==> config.mk <==
export PLATFORM = sky130hd
export DESIGN_NAME = ack_wait_tracker_table_core
export DESIGN_NICKNAME = d
export VERILOG_FILES = /design/src/hw/rtl/awt_pkg.sv /design/src/hw/rtl/awt_slot_mem.sv /design/src/hw/rtl/awt_slot_dir.sv /design/src/hw/rtl/ack_wait_tracker_table_core.sv
export VERILOG_INCLUDE_DIRS = /design/src /design/src/hw/rtl
export SDC_FILE = /design/constraint.sdc
export NUM_CORES = 1
export LEC_CHECK = 0
export ABC_AREA = 1
export ABC_CLOCK_PERIOD_IN_PS = 11740
export BUFFER_PORTS_ARGS = -buffer_cell sky130_fd_sc_hd__buf_2
export CAP_MARGIN = 20
export CORE_UTILIZATION = 35
export CTS_BUF_LIST = sky130_fd_sc_hd__clkbuf_8
export CTS_CLUSTER_DIAMETER = 200
export CTS_CLUSTER_SIZE = 25
export DETAILED_ROUTE_END_ITERATION = 7
export HOLD_SLACK_MARGIN = 0.02
export MAX_ROUTING_LAYER = met4
export PLACE_DENSITY = 0.51
export SETUP_SLACK_MARGIN = 0.15
export SLEW_MARGIN = 10
export SYNTH_ARGS = -nofsm -noshare
export SYNTH_HDL_FRONTEND = slang
export SYNTH_HIERARCHICAL = 1
export SYNTH_SLANG_ARGS = --single-unit
==> constraint.sdc <==
create_clock -name clk -period 11.74 [get_ports clk]
set_input_delay 1.174 -clock clk [delete_from_list [all_inputs] [get_ports clk]]
set_output_delay 1.174 -clock clk [all_outputs]
set_load 0.02 [all_outputs]
==> src/hw/rtl/ack_wait_tracker_table_core_defines.svh <==
// Assertion macros for the acknowledgement-wait tracker.
// Depends on signals named clk and rst in the module that uses them.
`ifndef ACK_WAIT_TRACKER_TABLE_CORE_DEFINES_SVH
`define ACK_WAIT_TRACKER_TABLE_CORE_DEFINES_SVH

// Same-cycle implication, checked at every rising edge outside reset.
`define AWT_ASSERT_IMPLIES(label, ante, cons) \
  label: assert property (@(posedge clk) disable iff (rst) (ante) |-> (cons)) \
    else $error("ack wait tracker: same-cycle check failed");

// Next-cycle implication, checked at every rising edge outside reset.
`define AWT_ASSERT_NEXT(label, ante, cons) \
  label: assert property (@(posedge clk) disable iff (rst) (ante) |=> (cons)) \
    else $error("ack wait tracker: next-cycle check failed");

`endif

==> src/hw/rtl/awt_pkg.sv <==
// Shared types and codes of the acknowledgement-wait tracker.
// No dependencies; used by every module of the block.
`timescale 1ns / 1ps

package awt_pkg;

  localparam logic [1:0] CMD_ARM  = 2'd0;
  localparam logic [1:0] CMD_ACK  = 2'd1;
  localparam logic [1:0] CMD_TICK = 2'd2;

  localparam logic [2:0] OUT_ARMED   = 3'd0;
  localparam logic [2:0] OUT_FULL    = 3'd1;
  localparam logic [2:0] OUT_ACKED   = 3'd2;
  localparam logic [2:0] OUT_NACKED  = 3'd3;
  localparam logic [2:0] OUT_TIMEOUT = 3'd4;

  // Timeouts reported per tick are capped; the count needs four bits.
  localparam int RES_CNT_W = 4;
  localparam logic [RES_CNT_W-1:0] MAX_RESULTS = 4'd8;

  typedef struct packed {
    logic [1:0]  cmd;
    logic [7:0]  seq_num;
    logic [31:0] wait_limit;
    logic        ack_positive;
  } awt_in_t;

  typedef struct packed {
    logic [2:0] outcome;
    logic [2:0] slot_index;
    logic [7:0] slot_seq;
    logic       last;
  } awt_out_t;

  // One slot's stored record in the slot memory.
  typedef struct packed {
    logic [7:0]  seq;
    logic [31:0] start;
    logic [31:0] limit;
  } awt_entry_t;

  typedef struct packed {
    logic arm_set;
    logic ack_clr;
    logic exp_clr;
  } awt_dir_ctl_t;

  typedef struct packed {
    logic free_found;
    logic match_found;
    logic exp_busy;
  } awt_dir_sts_t;

endpackage

==> src/hw/rtl/awt_slot_mem.sv <==
// Slot record memory: one write port and one registered read port.
// Depends on awt_pkg for the record type.
`timescale 1ns / 1ps

module awt_slot_mem #(
  parameter int SLOTS = 8
) (
  input  logic                                            clk,
  input  logic                                            wr_en,
  input  logic [((SLOTS > 1) ? $clog2(SLOTS) : 1)-1:0]   wr_addr,
  input  awt_pkg::awt_entry_t                             wr_data,
  input  logic                                            rd_en,
  input  logic [((SLOTS > 1) ? $clog2(SLOTS) : 1)-1:0]   rd_addr,
  output awt_pkg::awt_entry_t                             rd_data
);

  awt_pkg::awt_entry_t mem [SLOTS];

  always_ff @(posedge clk) begin
    if (wr_en) begin
      mem[wr_addr] <= wr_data;
    end
  end

  always_ff @(posedge clk) begin
    if (rd_en) begin
      rd_data <= mem[rd_addr];
    end
  end

endmodule

==> src/hw/rtl/awt_slot_dir.sv <==
// Slot directory: busy bits, sequence tags and the lowest-free and
// lowest-match priority encoders. Depends on awt_pkg.
`timescale 1ns / 1ps

module awt_slot_dir #(
  parameter int SLOTS = 8
) (
  input  logic                                            clk,
  input  logic                                            rst,
  input  awt_pkg::awt_dir_ctl_t                           ctl,
  input  logic [7:0]                                      key,
  input  logic [((SLOTS > 1) ? $clog2(SLOTS) : 1)-1:0]   exp_idx,
  output awt_pkg::awt_dir_sts_t                           sts,
  output logic [((SLOTS > 1) ? $clog2(SLOTS) : 1)-1:0]   free_idx,
  output logic [((SLOTS > 1) ? $clog2(SLOTS) : 1)-1:0]   match_idx
);

  localparam int IW = (SLOTS > 1) ? $clog2(SLOTS) : 1;

  logic [SLOTS-1:0] busy_q;
  logic [7:0]       seq_q [SLOTS];
  logic             free_found;
  logic             match_found;

  // Scanning from the top down leaves the lowest hit in the index.
  always_comb begin
    free_found  = 1'b0;
    match_found = 1'b0;
    free_idx    = '0;
    match_idx   = '0;
    for (int i = SLOTS - 1; i >= 0; i--) begin
      if (!busy_q[i]) begin
        free_found = 1'b1;
        free_idx   = IW'(i);
      end
      if (busy_q[i] && (seq_q[i] == key)) begin
        match_found = 1'b1;
        match_idx   = IW'(i);
      end
    end
  end

  assign sts.free_found  = free_found;
  assign sts.match_found = match_found;
  assign sts.exp_busy    = busy_q[exp_idx];

  always_ff @(posedge clk) begin
    if (rst) begin
      busy_q <= '0;
    end else begin
      if (ctl.arm_set && free_found) begin
        busy_q[free_idx] <= 1'b1;
      end
      if (ctl.ack_clr && match_found) begin
        busy_q[match_idx] <= 1'b0;
      end
      if (ctl.exp_clr) begin
        busy_q[exp_idx] <= 1'b0;
      end
    end
  end

  always_ff @(posedge clk) begin
    if (ctl.arm_set && free_found) begin
      seq_q[free_idx] <= key;
    end
  end

endmodule

==> src/hw/rtl/ack_wait_tracker_table_core.sv <==
// Top level of the acknowledgement-wait tracker: command decode, tick scan
// sequencer and result register. Depends on awt_pkg, awt_slot_dir, awt_slot_mem
// and the assertion macros in ack_wait_tracker_table_core_defines.svh.
`timescale 1ns / 1ps
`include "ack_wait_tracker_table_core_defines.svh"

// A command beat is taken at a rising edge where start is high and busy is
// low. Arm, ack and the unused command code finish in the accepting cycle:
// busy stays low and the next beat can follow at once. A tick holds busy
// after it is accepted until its scan closes, because the expiry check walks
// the slot memory through its single read port, one slot per cycle, then
// makes the compare of the last record and then closes the scan. Each result
// appears on result for exactly one cycle with result_valid high; the
// receiver cannot stall it, so it must take every result as it comes. A tick
// reports at most eight timeouts, in rising slot order, and marks the final
// one with last; any further expired slots stay armed until a later tick.
// There is no clearing pass: reset clears the busy bits only, and slot
// records are acted on only while their slot is busy.
module ack_wait_tracker_table_core #(
  parameter int SLOTS = 8
) (
  input  logic              clk,
  input  logic              rst,
  input  logic              start,
  input  awt_pkg::awt_in_t  item,
  output logic              busy,
  output logic              result_valid,
  output awt_pkg::awt_out_t result
);

  localparam int IW = (SLOTS > 1) ? $clog2(SLOTS) : 1;
  localparam int CW = $clog2(SLOTS + 1);

  localparam logic ST_IDLE = 1'b0;
  localparam logic ST_SCAN = 1'b1;

  logic state;
  logic [31:0] time_now;

  // Scan pipeline: issue_ptr is the next slot to read, cmp_idx the slot whose
  // record arrives from the memory in this cycle.
  logic [CW-1:0] issue_ptr;
  logic          cmp_vld;
  logic [IW-1:0] cmp_idx;

  // The newest timeout is held back one step so that last can be set on it
  // once the scan knows no further timeout follows.
  logic                          held;
  logic [IW-1:0]                 held_idx;
  logic [7:0]                    held_seq;
  logic [awt_pkg::RES_CNT_W-1:0] nres;

  awt_pkg::awt_dir_ctl_t dir_ctl;
  awt_pkg::awt_dir_sts_t dir_sts;
  logic [IW-1:0]         free_idx;
  logic [IW-1:0]         match_idx;

  awt_pkg::awt_entry_t wr_entry;
  awt_pkg::awt_entry_t rd_entry;
  logic                rd_en;

  logic        accept;
  logic        issue_done;
  logic        cap_hit;
  logic [31:0] elapsed;
  logic        expired;
  logic        scan_end;

  assign busy   = (state != ST_IDLE);
  assign accept = start && (state == ST_IDLE);

  assign issue_done = (issue_ptr == CW'(SLOTS));
  assign cap_hit    = (nres == awt_pkg::MAX_RESULTS);

  // Reads stop once the result cap is reached; a record already in flight
  // is then ignored by the expiry test below.
  assign rd_en = (state == ST_SCAN) && !issue_done && !cap_hit;

  // Elapsed time wraps modulo 2^32, as the counter does.
  assign elapsed  = time_now - rd_entry.start;
  assign expired  = cmp_vld && dir_sts.exp_busy && !cap_hit && (elapsed >= rd_entry.limit);
  assign scan_end = (state == ST_SCAN) && !cmp_vld && (issue_done || cap_hit);

  assign dir_ctl.arm_set = accept && (item.cmd == awt_pkg::CMD_ARM);
  assign dir_ctl.ack_clr = accept && (item.cmd == awt_pkg::CMD_ACK);
  assign dir_ctl.exp_clr = expired;

  assign wr_entry.seq   = item.seq_num;
  assign wr_entry.start = time_now;
  assign wr_entry.limit = item.wait_limit;

  awt_slot_dir #(
    .SLOTS (SLOTS)
  ) u_dir (
    .clk       (clk),
    .rst       (rst),
    .ctl       (dir_ctl),
    .key       (item.seq_num),
    .exp_idx   (cmp_idx),
    .sts       (dir_sts),
    .free_idx  (free_idx),
    .match_idx (match_idx)
  );

  // Writes happen only on an arm beat while idle and reads only while
  // scanning, so the two ports never touch the same record in one cycle.
  awt_slot_mem #(
    .SLOTS (SLOTS)
  ) u_mem (
    .clk     (clk),
    .wr_en   (dir_ctl.arm_set && dir_sts.free_found),
    .wr_addr (free_idx),
    .wr_data (wr_entry),
    .rd_en   (rd_en),
    .rd_addr (issue_ptr[IW-1:0]),
    .rd_data (rd_entry)
  );

  always_ff @(posedge clk) begin
    if (rst) begin
      state        <= ST_IDLE;
      time_now     <= '0;
      issue_ptr    <= '0;
      cmp_vld      <= 1'b0;
      held         <= 1'b0;
      nres         <= '0;
      result_valid <= 1'b0;
    end else begin
      result_valid <= 1'b0;
      unique case (state)
        ST_IDLE: begin
          if (start) begin
            unique case (item.cmd)
              awt_pkg::CMD_ARM: begin
                result_valid    <= 1'b1;
                result.slot_seq <= item.seq_num;
                result.last     <= 1'b1;
                if (dir_sts.free_found) begin
                  result.outcome    <= awt_pkg::OUT_ARMED;
                  result.slot_index <= 3'(free_idx);
                end else begin
                  result.outcome    <= awt_pkg::OUT_FULL;
                  result.slot_index <= '0;
                end
              end
              awt_pkg::CMD_ACK: begin
                // A match means the stored tag equals the requested sequence.
                if (dir_sts.match_found) begin
                  result_valid      <= 1'b1;
                  result.outcome    <= item.ack_positive ? awt_pkg::OUT_ACKED
                                                         : awt_pkg::OUT_NACKED;
                  result.slot_index <= 3'(match_idx);
                  result.slot_seq   <= item.seq_num;
                  result.last       <= 1'b1;
                end
              end
              awt_pkg::CMD_TICK: begin
                time_now  <= time_now + 32'd1;
                state     <= ST_SCAN;
                issue_ptr <= '0;
                cmp_vld   <= 1'b0;
                held      <= 1'b0;
                nres      <= '0;
              end
              default: begin
              end
            endcase
          end
        end
        ST_SCAN: begin
          cmp_vld <= rd_en;
          cmp_idx <= issue_ptr[IW-1:0];
          if (rd_en) begin
            issue_ptr <= issue_ptr + CW'(1);
          end
          if (expired) begin
            nres     <= nres + awt_pkg::RES_CNT_W'(1);
            held     <= 1'b1;
            held_idx <= cmp_idx;
            held_seq <= rd_entry.seq;
            // A new timeout proves the held one is not the final result.
            if (held) begin
              result_valid      <= 1'b1;
              result.outcome    <= awt_pkg::OUT_TIMEOUT;
              result.slot_index <= 3'(held_idx);
              result.slot_seq   <= held_seq;
              result.last       <= 1'b0;
            end
          end
          if (scan_end) begin
            state <= ST_IDLE;
            held  <= 1'b0;
            if (held) begin
              result_valid      <= 1'b1;
              result.outcome    <= awt_pkg::OUT_TIMEOUT;
              result.slot_index <= 3'(held_idx);
              result.slot_seq   <= held_seq;
              result.last       <= 1'b1;
            end
          end
        end
        default: begin
          state <= ST_IDLE;
        end
      endcase
    end
  end

  // Only a tick may occupy the block beyond its accepting cycle.
  `AWT_ASSERT_NEXT(a_short_cmd_no_busy, accept && (item.cmd != awt_pkg::CMD_TICK), !busy)

  // Only timeouts come in chains; every other result is final.
  `AWT_ASSERT_IMPLIES(a_chain_is_timeout, result_valid && !result.last,
                      result.outcome == awt_pkg::OUT_TIMEOUT)

  // A scan that held a timeout closes by delivering it as the final result.
  `AWT_ASSERT_IMPLIES(a_scan_close_last, $fell(busy) && $past(held),
                      result_valid && result.last && (result.outcome == awt_pkg::OUT_TIMEOUT))

  // The per-tick timeout count never passes the cap.
  `AWT_ASSERT_IMPLIES(a_result_cap, state == ST_SCAN, nres <= awt_pkg::MAX_RESULTS)

endmodule

# Word-level counts from Yosys, hierarchy flattened
# Memories as Yosys holds them, arrays and structs flattened. A register that Yosys moved wholly into a read port is not among the register bits.
# Cells that the tools add are included.
dict set report word_totals {
  regBits 81
  ramBits 640
  inputBits 46
  output_inout_bits 17
  wordCells 171
  mem_count 2
}
# name depth width read_ports rd_clocked_by_memory_dff write_ports line
set memory_table {}
lappend memory_table {u_mem.mem 8 72 1 1 1 awt_slot_mem.sv:17} ;# awt_pkg::awt_entry_t mem [SLOTS];
lappend memory_table {u_dir.seq_q 8 8 8 0 1 awt_slot_dir.sv:21} ;# logic [7:0] seq_q [SLOTS];
dict set report op_classes {
  add_sub_neg 4
  order_cmp 7
  eq_ne 19
  n_mux 81
  bitwise 7
  n_reduce_logical 36
}
# op count
set ops {}
lappend ops {{15-bit two-way mux} 6}
lappend ops {{8-bit equality test} 8}
lappend ops {{15-bit one-hot mux with 2 select lines} 2}
lappend ops {{3-bit two-way mux} 16}
lappend ops {{8-bit two-way mux} 5}
lappend ops {{1-bit two-way mux} 36}
lappend ops {{32-bit by 1-bit adder with 32-bit output, second input constant} 1}
lappend ops {{32-bit greater-or-equal comparator} 1}
lappend ops {{32-bit subtractor} 1}
lappend ops {{1-bit logical AND} 23}
lappend ops {{4-bit two-way mux} 5}
lappend ops {{8-bit bitwise AND} 2}
lappend ops {{8-bit inverter} 2}
lappend ops {{4-bit one-hot mux with 2 select lines} 2}
lappend ops {{3-bit AND reduction} 5}
lappend ops {{3-bit by 4-bit < comparator with 1-bit output, second input constant} 3}
lappend ops {{1-bit one-hot mux with 2 select lines} 5}
lappend ops {{1-bit demux with 3-bit select} 3}
lappend ops {{3-bit by 1-bit greater-or-equal comparator with 1-bit output, second input constant} 3}
lappend ops {{4-bit by 1-bit adder with 4-bit output, second input constant} 2}
lappend ops {{4-bit equality test, second input constant} 2}
lappend ops {{8-bit bitwise OR} 1}
lappend ops {{2-bit by 1-bit != test with 1-bit output, second input constant} 3}
lappend ops {{3-bit by 1-bit != test with 1-bit output, second input constant} 2}
lappend ops {{11 further kinds} 15}

# Logic depth before layout (Yosys ltp)
# An unclocked memory read counts as a cell.
dict set report depth {
  depth_word 21
  ltp_mapped 28
  depth_no_buf 28
}

# Modules after synthesis
# The synthesis kept the hierarchy.
# module n_inst cells_each area_per_inst_um2 seq_area_each_um2
set modules_own_cells {}
lappend modules_own_cells {awt_slot_mem 1 2577 27286.2 19458.7}
lappend modules_own_cells {ack_wait_tracker_table_core 1 893 6259.8 1751.7}
lappend modules_own_cells {awt_slot_dir 1 390 3679.8 2082.0}

# Least setup slack after synthesis
# No wires, ideal clock.
dict set report synth_timing {
  path_kind {input to register}
  startpoint {input start}
  endpoint {memory u_mem/mem[1][0] (netlist bit) (enable)}
  setup_time_ns 0.503
  t_arrival_ns 4.834
  required_ns 11.237
  setup_slack_ns 6.403
  cell_stages 6
  n_path_buf 0
  path_cell_list {inv_1 nor2_4 inv_1 nor4_1 nand2_1 nor2_1}
}
dict set report synth_between {
  elab_chain_len 5
}
# item line
set synth_lines {}
lappend synth_lines {{start, declared} ack_wait_tracker_table_core.sv:24} ;# input logic start,
lappend synth_lines {{1-bit logical AND} ack_wait_tracker_table_core.sv:70} ;# assign accept = start && (state == ST_IDLE);
lappend synth_lines {{1-bit logical AND} ack_wait_tracker_table_core.sv:84} ;# assign dir_ctl.arm_set = accept && (item.cmd == awt_pkg::CMD_ARM);
lappend synth_lines {{1-bit logical AND} ack_wait_tracker_table_core.sv:111} ;# .wr_en (dir_ctl.arm_set && dir_sts.free_found),
lappend synth_lines {{1-bit two-way mux} awt_slot_mem.sv:20} ;# if (wr_en) begin
lappend synth_lines {{1-bit two-way mux (not written as such)} awt_slot_mem.sv:21} ;# mem[wr_addr] <= wr_data;
lappend synth_lines {{end, declared} awt_slot_mem.sv:17}
# No other way between the ends.

# Final worst setup path
dict set report layout_timing {
  startpoint {register time_now[0]}
  endpoint {register held_idx[0] (enable)}
}
dict set report layout_between {
  elab_chain_len 4
}
# item line
set layout_lines {}
lappend layout_lines {{start, declared} ack_wait_tracker_table_core.sv:38} ;# logic [31:0] time_now;
lappend layout_lines {{start signal, assigned} ack_wait_tracker_table_core.sv:158} ;# time_now <= time_now + 32'd1;
lappend layout_lines {{32-bit subtractor} ack_wait_tracker_table_core.sv:80} ;# assign elapsed = time_now - rd_entry.start;
lappend layout_lines {{32-bit greater-or-equal comparator} ack_wait_tracker_table_core.sv:81} ;# assign expired = cmp_vld && dir_sts.exp_busy && !cap_hit && (elapsed >= rd_entry.limit);
lappend layout_lines {{1-bit logical AND} ack_wait_tracker_table_core.sv:81}
lappend layout_lines {{3-bit AND reduction (no line)} -}
lappend layout_lines {{end signal, assigned} ack_wait_tracker_table_core.sv:179} ;# held_idx <= cmp_idx;
lappend layout_lines {{end, declared} ack_wait_tracker_table_core.sv:49} ;# logic [IW-1:0] held_idx;
# No other way between the ends.
# A chain may end at the register's enable or synchronous reset.

==> results.yml <==
critical_path:
  critPathTopFamily: "simple AND/OR/NAND/NOR gates"
  r2r_slack_ns: 6.78
  critPathBufInv: 2
  setup.worst_path.class: "reg -> reg"
  crit_top_cell: "nand2_1"
  regToRegEndpoint: "held_idx[0]$_DFFE_PP_"
  crit_chain: "inv_1, ha_1, inv_1, fa_1, nand2_1, a21oi_1, a21boi_2, o21bai_1, nand4_1, o211ai_1, xor2_1, ha_1, nand2_1, o21ai_0, nand2_1, nand2_1, a21oi_1, nand2_1, nand2_1, nor2_1"
  r2r_cells: 20
  slowest_stage: "nor2_1"
  reg2reg_from: "time_now[0]$_SDFFE_PP0P_"
  cpPeakStageDelay_ns: 0.74
  required_ns: 12.11
  cp-start-kind: "flip-flop"
  path_max_fanout: 12
  endpoint_kind: "flip-flop"
  arrival_ns: 5.33
placed_design:
  place_area_mm2: 0.0388
  place.gp.congestion: 0.892
  dp_hpwl_mm: 50.4
  portBuffers: 62
  dp_slack_ns: 6.76
timing:
  setup_viol: 0
  rsz0062_at_grt: "false"
  slew_headroom: 0.267
  min_period_ns: 4.96
  hold_viol_final: 0
  timing.fmax_mhz: 202
  setup_tns_ns: 0
  clock_skew_ns: 0.0586
  finalWorstSetupSlack_ns: 6.78
  final_max_slew_viol_count: 0
  post-route-period-util: 0.422
  tightest_slew_ns: 1.10
synth:
  ys_types: 55
  synth_edf_count: 741
  ys.flop_type: "edfxtp_1"
  ys_seq_area_frac: 0.626
  yosysTopAreaCellShare: 0.598
  syn_area_mm2: 0.0372
  synth.avg_cell_area_um2: 9.64
  synth-seq-cells: 793
  synth-xor-area-share: 0.0160
  syn_inst: 3860
  yosysTopAreaCell: "edfxtp_1"
  synth-compound-area-share: 0.0328
  synth_top_family_by_area: "simple AND/OR/NAND/NOR gates"
  async_flop_share: 0
  syn-num-nets: 3975
  muxShareOfSynthArea: 0
  synth_area_leaders: "edfxtp_1, nand2_1, inv_1, nand3_1, dfxtp_1"
  yosys_warnings: 6
  synth-adder-area-share: 0.0234
  synth_simple_gate_area_frac: 0.201
power:
  leakage_nw: 17.3
  power_frac_seq: 0.687
  clockPowerShare: 0.255
  switching_share: 0.229
  p_int_mw: 3.48
  power.density_mw_per_mm2: 114
  total_power_mw: 4.52
  net-switching-power_mw: 1.04
  combinationalPowerShare: 0.057
  irDropWorstVdd_uv: 89.2
global_routing:
  antenna_found_initial: 1
  globalRouteMet2Util: 0.284
  gr-usage-met3: 0.0170
  grt_max_degree: 132
  grt_overflow_total: 0
  busiest_layer: "met2"
  grt_pass1_wl_mm: 138
  met1_usage: 0.227
  grt_pass1_vias: 23100
  track_usage: 0.171
layout:
  final_cell_area_mm2: 0.0395
  drive_gt1_frac: 0.0522
  fin_nets: 3975
  area_growth_pct: 6.03
worst_hold_path:
  min_from: "u_mem/rd_data[68]$_DFFE_PP_"
  hp-class: "reg -> reg"
  hold_end: "held_seq[4]$_DFFE_PP_"
  hold_path_depth: 0
cts:
  cts_tree: "yes"
  cts_root_buf: "clkbuf_8"
  post_cts_buffers: 0
  clock_latency_ns: 0.73
  ctsLongestPathBuffers: 3
  cts_num_sinks: 793
  cts_hold_buffers: 0
  cts_buffers: 37
  cts.clk_slew.worst_paths_ns: 0.16
  htreeDepth: 2
  cts_resized: 0
die:
  die_h_um: 328
  die-area_mm2: 0.108
  ios: 63
  row_count: 119
  die_width_um: 328
  core_area_mm2: 0.105
  initial_core_util: 0.353
detailed_routing:
  route.detailed.drc: 4
  viasPerCell: 4.56
  final_antenna_net_count: 0
  num_vias: 24100
  dr.pass1.iters: 8
  drt_iter0_markers: 1648
  wl_mm: 88.7
  wl_per_cell_um: 16.8
status:
  status: "complete, but fails checks"
  violations: "design-rule violations"
job:
  drv_cap: 0
## per-layer routing
layer | share of wire | vias up
met2 | 0.48 | 328
met5 | 0 | -
met3 | 0.031 | 85
met1 | 0.47 | 11400
li1 | - | 12200
met4 | 0.017 | 0
## area by class of cell
| cell class | instances | area (um^2) |
|---|---|---|
| multi-input combinational | 2146 | 10200 |
| sequential | 793 | 23300 |
| fill | 10500 | 65900 |
| timing repair buffer | 93 | 543 |
| inverter | 789 | 2980 |
| clock inverter | 29 | 118 |
| antenna | 2 | 5.00 |
| clock buffer | 39 | 537 |
| tap | 1391 | 1740 |
## Yosys cell counts, types with 13 or more instances
cell type  count
buf_6         18
ha_1          68
dfxtp_1       52
nand4_1       20
o21ai_0       50
edfxtp_1     741
xnor2_1       25
buf_1         13
xor2_1        43
inv_2         13
nor2_1       167
inv_1        774
buf_4         25
nor3_1        30
buf_2         46
nand2_1     1196
clkbuf_1      30
o211ai_1      14
nand3_1      344
a21oi_1       88
## power by group through the flow
stage                     Sequential [mW]  Combinational [mW]  Clock [mW]
after floorplan                      3.17               0.176           0
after global placement               3.17               0.261           0
after detailed placement             3.17               0.263           0
after CTS                            3.11               0.264        1.21
after global routing                 3.11               0.296        1.29
final                                3.11               0.258        1.15
## cells in the final DEF (no fill, tap or decap), types with 39 or more instances in the layout
cell         n
xor2_1      43
clkbuf_8    39
dfxtp_1     49
nand3_1    344
inv_1      800
edfxtp_1   741
nor2_1     159
nand2_1   1196
a21oi_1     88
ha_1        68
o21ai_0     50
buf_2       62
## stage by stage
step                std cells   util  hold slack (ns)
floorplan                3860      -            0.400
global placement         5212  0.368            0.412
detailed placement       5212  0.368            0.418
CTS                      5280  0.374            0.451
global route             5281  0.374            0.465
finish                   5282  0.374            0.450
## worst register-to-register path, stage by stage, from the launching register on
cell and delay, ns:
dfxtp_1 0.59, inv_1 0.15, ha_1 0.22, inv_1 0.08, fa_1 0.21, nand2_1 0.06
a21oi_1 0.48, a21boi_2 0.17, o21bai_1 0.28, nand4_1 0.13, o211ai_1 0.16, xor2_1 0.12
ha_1 0.29, nand2_1 0.06, o21ai_0 0.17, nand2_1 0.07, nand2_1 0.06, a21oi_1 0.04
nand2_1 0.28, nand2_1 0.24, nor2_1 0.74
## kinds of logic after synthesis
logic type,count (synthesis)
xor+xnor,68
simple gates,1798
flops,793
buf+inv,921
compound gates,211
fa+ha+maj,69
## worst max-delay path by stage
| stage | cells past startpoint | endpoint | slack [ns] | from |
|---|---|---|---|---|
| after detailed placement | 22 | held_seq[4]$_DFFE_PP_ | 6.76 | time_now[0]$_SDFFE_PP0P_ |
| after global placement | 22 | held_seq[2]$_DFFE_PP_ | 6.84 | time_now[0]$_SDFFE_PP0P_ |
| after global routing | 22 | held_idx[1]$_DFFE_PP_ | 6.20 | time_now[0]$_SDFFE_PP0P_ |
| final | 20 | held_idx[0]$_DFFE_PP_ | 6.78 | time_now[0]$_SDFFE_PP0P_ |
| after CTS | 22 | held_idx[1]$_DFFE_PP_ | 6.73 | time_now[0]$_SDFFE_PP0P_ |
| after floorplan | 6 | u_mem/mem[1][0]$_DFFE_PP_ | 6.40 | start |
## registers in the layout, summed over array words and instances (netlist names), named ones only
signal,cells
u_dir/seq_q,64
cmp_idx,3
result_valid,1
u_dir/busy_q,8
held,1
cmp_vld,1
time_now,32
busy,1
result,2
issue_ptr,4
u_mem/rd_data,72
held_idx,3
nres,4
held_seq,8
u_mem/mem,576
(Power assumes the default switching activity.)
